`src/rtl/core/hgq_pkg.sv`:
```
// ----------------------------------------------------------------------------
// Gray histogram package
// Shared types and constants of the gray-level histogram engine.
// ----------------------------------------------------------------------------
package hgq_pkg;

  // Item operation codes carried on the mode field.
  localparam logic [1:0] MODE_CLEAR = 2'd0;
  localparam logic [1:0] MODE_PIXEL = 2'd1;
  localparam logic [1:0] MODE_QUERY = 2'd2;

  // Configuration register indexes (byte address bit 2).
  localparam logic [0:0] REG_BAR_SCALE   = 1'b0;
  localparam logic [0:0] REG_CURVE_SCALE = 1'b1;

  // Reset values of the configuration registers.
  localparam logic [7:0] BAR_SCALE_RESET   = 8'd200;
  localparam logic [7:0] CURVE_SCALE_RESET = 8'd255;

  // Running sums saturate at this width.
  localparam int          SUM_W   = 40;
  localparam logic [39:0] SUM_MAX = {40{1'b1}};

  // Product width fed to the divider for the curve height.
  localparam int CURVE_NUM_W = 48;

  // Sequencer states.
  typedef enum logic [9:0] {
    S_CLEAR      = 10'b0000000001,
    S_IDLE       = 10'b0000000010,
    S_PIX        = 10'b0000000100,
    S_SCAN       = 10'b0000001000,
    S_SCAN_END   = 10'b0000010000,
    S_BAR        = 10'b0000100000,
    S_BAR_WAIT   = 10'b0001000000,
    S_CURVE      = 10'b0010000000,
    S_CURVE_WAIT = 10'b0100000000,
    S_OUT        = 10'b1000000000
  } state_t;

  // Divider status back to the sequencer.
  typedef struct packed {
    logic       done;
    logic [7:0] quot;
  } div_stat_t;

endpackage

```
`src/rtl/core/hgq_div.sv`:
```
// ----------------------------------------------------------------------------
// Iterative divider
// Restoring division, one quotient bit per cycle, quotient clamped to 8 bits.
// ----------------------------------------------------------------------------
module hgq_div #(
  parameter int NUM_W = 48
) (
  input  logic               clk,
  input  logic               rst,
  input  logic               start,
  input  logic [NUM_W-1:0]   num,
  input  logic [NUM_W-1:0]   den,
  output hgq_pkg::div_stat_t stat
);

  localparam int CNT_W = $clog2(NUM_W + 1);
  localparam logic [CNT_W-1:0] LAST_STEP = CNT_W'(NUM_W - 1);

  logic             busy;
  logic             done;
  logic [CNT_W-1:0] step;
  logic [NUM_W-1:0] rem;
  logic [NUM_W-1:0] quo;
  logic [NUM_W-1:0] dvs;

  logic [NUM_W:0]   rem_sh;
  logic [NUM_W:0]   diff;
  logic             fits;

  always_comb begin
    rem_sh = {rem, quo[NUM_W-1]};
    diff   = rem_sh - {1'b0, dvs};
    fits   = (rem_sh >= {1'b0, dvs});
  end

  always_ff @(posedge clk) begin
    if (rst) begin
      busy <= 1'b0;
      done <= 1'b0;
      step <= '0;
    end else begin
      done <= 1'b0;
      if (start) begin
        busy <= 1'b1;
        step <= '0;
        rem  <= '0;
        quo  <= num;
        dvs  <= den;
      end else if (busy) begin
        rem  <= fits ? diff[NUM_W-1:0] : rem_sh[NUM_W-1:0];
        quo  <= {quo[NUM_W-2:0], fits};
        step <= step + 1'b1;
        if (step == LAST_STEP) begin
          busy <= 1'b0;
          done <= 1'b1;
        end
      end
    end
  end

  assign stat.done = done;
  assign stat.quot = (|quo[NUM_W-1:8]) ? 8'hFF : quo[7:0];

endmodule

```
`config.mk`:
```
export PLATFORM = sky130hd
export DESIGN_NAME = hgq_div
export DESIGN_NICKNAME = d
export VERILOG_FILES = /design/src/rtl/core/hgq_pkg.sv /design/src/rtl/core/hgq_div.sv
export SDC_FILE = /design/constraint.sdc
export NUM_CORES = 1
export LEC_CHECK = 0
export BUFFER_PORTS_ARGS = -buffer_cell sky130_fd_sc_hd__buf_2
export CORE_MARGIN = 10
export CORE_UTILIZATION = 54
export CTS_CLUSTER_SIZE = 14
export DETAILED_ROUTE_END_ITERATION = 10
export MAX_ROUTING_LAYER = met4
export PLACE_DENSITY = 0.78
export SETUP_SLACK_MARGIN = 0.2
export SLEW_MARGIN = 40
export SYNTH_ARGS = -nofsm -noshare
export SYNTH_HDL_FRONTEND = slang
export SYNTH_SLANG_ARGS = --single-unit
```
`constraint.sdc`:
```
create_clock -name clk -period 6.25 [get_ports clk]
set_clock_uncertainty 0.2 [all_clocks]
set_input_delay 0.625 -clock clk [delete_from_list [all_inputs] [get_ports clk]]
set_output_delay 0.625 -clock clk [all_outputs]
set_load 0.02 [all_outputs]
```
Yosys cells after proc, flatten, opt, wreduce, memory -nomap -nowiden
Index checks and enable logic that the tools add are counted.
{"block": "word_totals", "regBits": 152, "latchBits": 0, "output_inout_bits": 9, "n_memories": 0, "word_cells": 27, "inputBits": 99, "ram_bits": 0, "romBits": 0}
{"block": "classes", "mux": 9, "n_bitwise": 2, "n_div": 0, "order_cmp": 1, "n_addsub": 2, "shifts": 0, "eq_ne": 1, "n_mul": 0, "n_reduce_logical": 6}
{"cell": "48-bit 2-to-1 mux", "n": 4}
{"cell": "49-bit by 48-bit greater-or-equal comparator with 1-bit output", "n": 1}
{"cell": "48-bit subtractor", "n": 1}
{"cell": "40-bit OR reduction", "n": 1}
{"cell": "8-bit 2-to-1 mux", "n": 1}
{"cell": "6-bit by 1-bit adder with 6-bit output, second input constant", "n": 1}
{"cell": "6-bit == test, second input constant", "n": 1}
{"cell": "1-bit 2-to-1 mux", "n": 4}
{"cell": "2-bit AND reduction", "n": 2}
{"cell": "3-bit OR reduction", "n": 1}
{"cell": "1-bit inverter", "n": 2}
{"cell": "2-bit nonzero test", "n": 1}
{"cell": "2-bit OR reduction", "n": 1}

Longest topological paths before layout
{"block": "depth", "word_depth": 4, "mapped_depth": 13, "mapped_depth_nobuf": 12}

Least setup slack after synthesis
No wires, ideal clock.
{"block": "synth_timing", "path_type": "input -> register", "startpoint": "in start", "endpoint": "reg quo[0], enable pin", "path_buffers": 3, "arrival_time_ns": 5.646, "required_time_ns": 5.498, "setup_ns": 0.552, "path_slack_ns": -0.147, "cell_stages": 5, "path_cell_list": "clkbuf_1 > clkbuf_1 > clkbuf_1 > nor2_1 > nor2_1"}
{"block": "synth_via", "elab_chain_cells": 2}
{"element": "from (decl)", "line": "hgq_div.sv:10", "text": "input logic start,"}
{"element": "2-bit nonzero test (no line)"}
{"element": "2-bit AND reduction (no line)"}
{"element": "to (signal assigned)", "line": "hgq_div.sv:47", "text": "quo <= num;"}
{"element": "to (signal assigned)", "line": "hgq_div.sv:51", "text": "quo <= {quo[NUM_W-2:0], fits};"}
{"element": "to (decl)", "line": "hgq_div.sv:23", "text": "logic [NUM_W-1:0] quo;"}
Every way passes these cells.
A chain may end at the register's enable or synchronous reset.

Worst setup path in the final report
{"block": "layout_timing", "startpoint": "reg quo[47]", "endpoint": "reg rem[46] (data pin)"}
{"block": "layout_via", "elab_chain_cells": 3, "word_cells_on_any_way": 4, "classes_between": "1 x add/sub; 1 x order compare; 2 x mux"}
{"element": "48-bit subtractor / 49-bit by 48-bit greater-or-equal comparator with 1-bit output (equally long branches)", "line": "hgq_div.sv:32, hgq_div.sv:33"}
{"element": "48-bit 2-to-1 mux (*)", "line": "hgq_div.sv:50", "text": "rem <= fits ? diff[NUM_W-1:0] : rem_sh[NUM_W-1:0];"}
{"element": "48-bit 2-to-1 mux (*)", "line": "hgq_div.sv:49", "text": "end else if (busy) begin"}
{"element": "to (signal assigned)", "line": "hgq_div.sv:50"}
{"element": "to (decl)", "line": "hgq_div.sv:22", "text": "logic [NUM_W-1:0] rem;"}
Every way passes the cells marked *; elsewhere a longest branch is shown, timed or not. The select of a mux whose other input is x is not followed.

==> metrics.txt <==
syn avg cell area=10.74 µm²; CP max stage delay=0.67 ns; router iterations before antenna repair=5; hold endpoint=dvs[33]$_DFFE_PP_; RSZ-0062 raised after global routing=false; reg-to-reg endpoint=rem[46]$_SDFFCE_PP0P_; GRT Util Overall=0.1970; Cell Area, Synth=slightly above 0.009 mm²; reg2reg setup slack=2.45 ns; PwrDens=just under 300 mW/mm²; post-synthesis compound-gate area fraction=0.1562; CTS HTree Levels=4; count of final setup violators=0; layout cells sized above 1=0.2295; Slew headroom=0.5145; Post-synth EDFFs=between 100 and 150; Via density=5.758; Worst Tran Pin Value=0.7221 ns; crit path kind=register to register; post-synthesis mux area share=0.07103; setup bufs post-CTS=0; # port buffers=between 100 and 150; Crit path required time=6.21 ns; asr flop ratio synth=0; WP data arrival=3.75 ns; final period utilization=0.6075; CTS resizes=0; die area=~0.023 mm²; Post-Syn Instances=851; Min Hold Slack=about 0.17 ns; Clock Path Buffers=2; Min Clock Period, post-route=3.797 ns; leakage=4.203 nW; Top FF cell, synth=edfxtp_1; Routed Antenna Nets=0; vias in the first global route=6955; synth unique cells=between 60 and 70; Placer Congestion=0.9394; initial core utilization=0.5513; count of final max-slew check failures=0; Final Hold Violating Endpoints=0; core area=0.01658 mm²; clock-pin slew on the worst setup and hold paths=0.06 ns; Bufs and invs on worst path=1; Seq/Total Area, Yosys=0.4905; CTS Buf Count=17; crit path cell chain=inv_1 -> ha_1 -> fa_1 -> nor2b_1 -> o21bai_1 -> a31oi_1 -> o31ai_1 -> a211oi_1 -> o31ai_1 -> o21ai_0 -> xnor2_1 -> a211oi_2; XOR/XNOR Fraction of Synth Area=0.03832; Worst R2R Start=quo[47]$_DFFE_PP_; Hold/Removal Path Class=primary input to register; crit path launch type=register; via count=6835; #FFs+latches synth=152; delay-heaviest family, CP=compound AO/OA/AOI/OAI gates; io pins=108; hold path startpoint=den[33]; DRC=0; Synth Net Count=1000; Crit path top cell by count=o31ai_1; Crit Path Max Fanout=4; Worst setup EP type=register; total grt overflow=0; row cnt=47; CTS sink cnt=152; total of max-cap violations=0; adder-cell share of the synthesized area=0.06925; largest net degree at the start of global routing=between 40 and 50; Hold Path Depth=1; Layout Nets=around 1100; Iter 0 DRT Violations=497; die height=150.1 µm; first-pass GRT wire length=34690 µm; clk root buf=clkbuf_16; antenna violations before repair=4; r2r worst-path depth=12; YS warnings=0; TritonCTS clock tree=built; P&R area growth vs syn=14.67%; post-DP HPWL=15920 µm; Worst VDD drop=0.2084 mV; main combinational cell family by area after synthesis=compound AO/OA/AOI/OAI gates; Power Total=3.021 mW; final WL=21390 µm; WL per Instance=18.02 µm; # hold bufs at CTS=0; fmax=263.4 MHz; final core utilization=0.6322; status=complete, no violations; setup TNS=0 ns; CP max stage cell=o31ai_1; Clk Latency, worst-skew pair=between 0.4 and 0.5 ns; Post-Synth Simple-Gate Area=0.1285; Die Span X=150.1 µm
[per-layer routing]
layer	global-route usage	up-vias	routed length, µm
met5	-	-	0
met2	0.3076	255	9940
met1	0.2466	3216	9668
met3	0.05582	24	1465
met4	0.05491	0	314
li1	-	3340	-
[cell usage in the layout (no fill, tap or decap), types with 9 or more instances in the layout]
cell       synthesis  routed
a21o_1            21      21
a21oi_1           69      69
a31oi_1            9       9
buf_2              6     106
clkbuf_16          0      19
edfxtp_1         144     144
ha_1              49      49
inv_1             61      61
mux2_2            47      47
mux2i_1           12      12
nand2_1           59      59
nand2b_1          11      11
nand3_1           17      17
nand4_1           14      14
nor2_1            76      74
nor3_1            15      14
nor4_1            12      12
o21a_1            10      10
o21ai_0           35      35
xnor2_1           27      27
xor2_1            13      13
[flip-flops by register name, indices dropped and copies added, names as in the netlist]
name / flops
quo: 48
done: 1
dvs: 48
step: 6
rem: 48
busy: 1
[through the flow]
stage	instances	setup slack [ns]	cell area (µm²)
floorplan	851	1.457	9145
global placement	1145	2.150	9807
detailed placement	1151	2.582	9911
CTS	1183	2.568	10470
global route	1187	2.265	10480
finish	1187	2.453	10480
[synth_stat cells (11+ instances only)]
| cell type | n | area share |
|---|---|---|
| mux2_2 | 47 | 0.058 |
| o21ai_0 | 35 | 0.019 |
| nand4_1 | 14 | 0.0096 |
| inv_1 | 61 | 0.025 |
| nand3_1 | 17 | 0.0093 |
| a21o_1 | 21 | 0.017 |
| nor3_1 | 15 | 0.0082 |
| nor2_1 | 76 | 0.031 |
| clkbuf_1 | 21 | 0.0086 |
| mux2i_1 | 12 | 0.013 |
| edfxtp_1 | 144 | 0.47 |
| a21oi_1 | 69 | 0.038 |
| xor2_1 | 13 | 0.012 |
| xnor2_1 | 27 | 0.026 |
| ha_1 | 49 | 0.067 |
| nand2_1 | 59 | 0.024 |
| nand2b_1 | 11 | 0.0075 |
| nor4_1 | 12 | 0.0082 |
[final cells by class]
| class | instances | area (µm²) |
|---|---|---|
| fillers | 1376 | 6100 |
| flip-flops and latches | 152 | 4484 |
| multi-input cells | 601 | 4255 |
| repair buffers | 117 | 666.9 |
| clock buffers | 22 | 486.7 |
| well taps | 220 | 275.3 |
| inverters | 61 | 229.0 |
| clock inverters | 10 | 76.32 |
| diodes | 4 | 10.01 |
[logic make-up (layout without fill, tap and decap cells)]
group                      after synthesis  after routing
and+or+nand+nor                        245            245
AOI/OAI and AO/OA                      207            207
DFF                                    152            152
buffers and inverters                   98            210
muxes                                   59             59
adders and majority gates               50             50
xor gates and xnor gates                40             40
other                                    0              4
[worst max path at each step]
stage	from	endpoint	slack, ns	cells after the start
finish	quo[47]$_DFFE_PP_	rem[46]$_SDFFCE_PP0P_	2.45	12
global route	rem[27]$_SDFFCE_PP0P_	rem[11]$_SDFFCE_PP0P_	2.27	12
CTS	rem[27]$_SDFFCE_PP0P_	rem[10]$_SDFFCE_PP0P_	2.57	11
detailed placement	rem[27]$_SDFFCE_PP0P_	rem[18]$_SDFFCE_PP0P_	2.58	11
global placement	rem[13]$_SDFFCE_PP0P_	quo[0]$_DFFE_PP_	2.15	9
floorplan	start	quo[0]$_DFFE_PP_	1.46	5
[where the power goes]
part	internal, mW	total, mW	switching (mW)
registers	1.22	1.26	0.0406
logic	0.329	0.769	0.441
clock network	0.563	0.988	0.425
[worst register-to-register path, stage by stage, from the launching register on]
cell	delay, ns
edfxtp_1	0.42
inv_1	0.08
ha_1	0.20
fa_1	0.21
nor2b_1	0.08
o21bai_1	0.23
a31oi_1	0.19
o31ai_1	0.67
a211oi_1	0.25
o31ai_1	0.51
o21ai_0	0.21
xnor2_1	0.21
a211oi_2	0.09
Note: power is estimated with default switching activity, not from simulation.
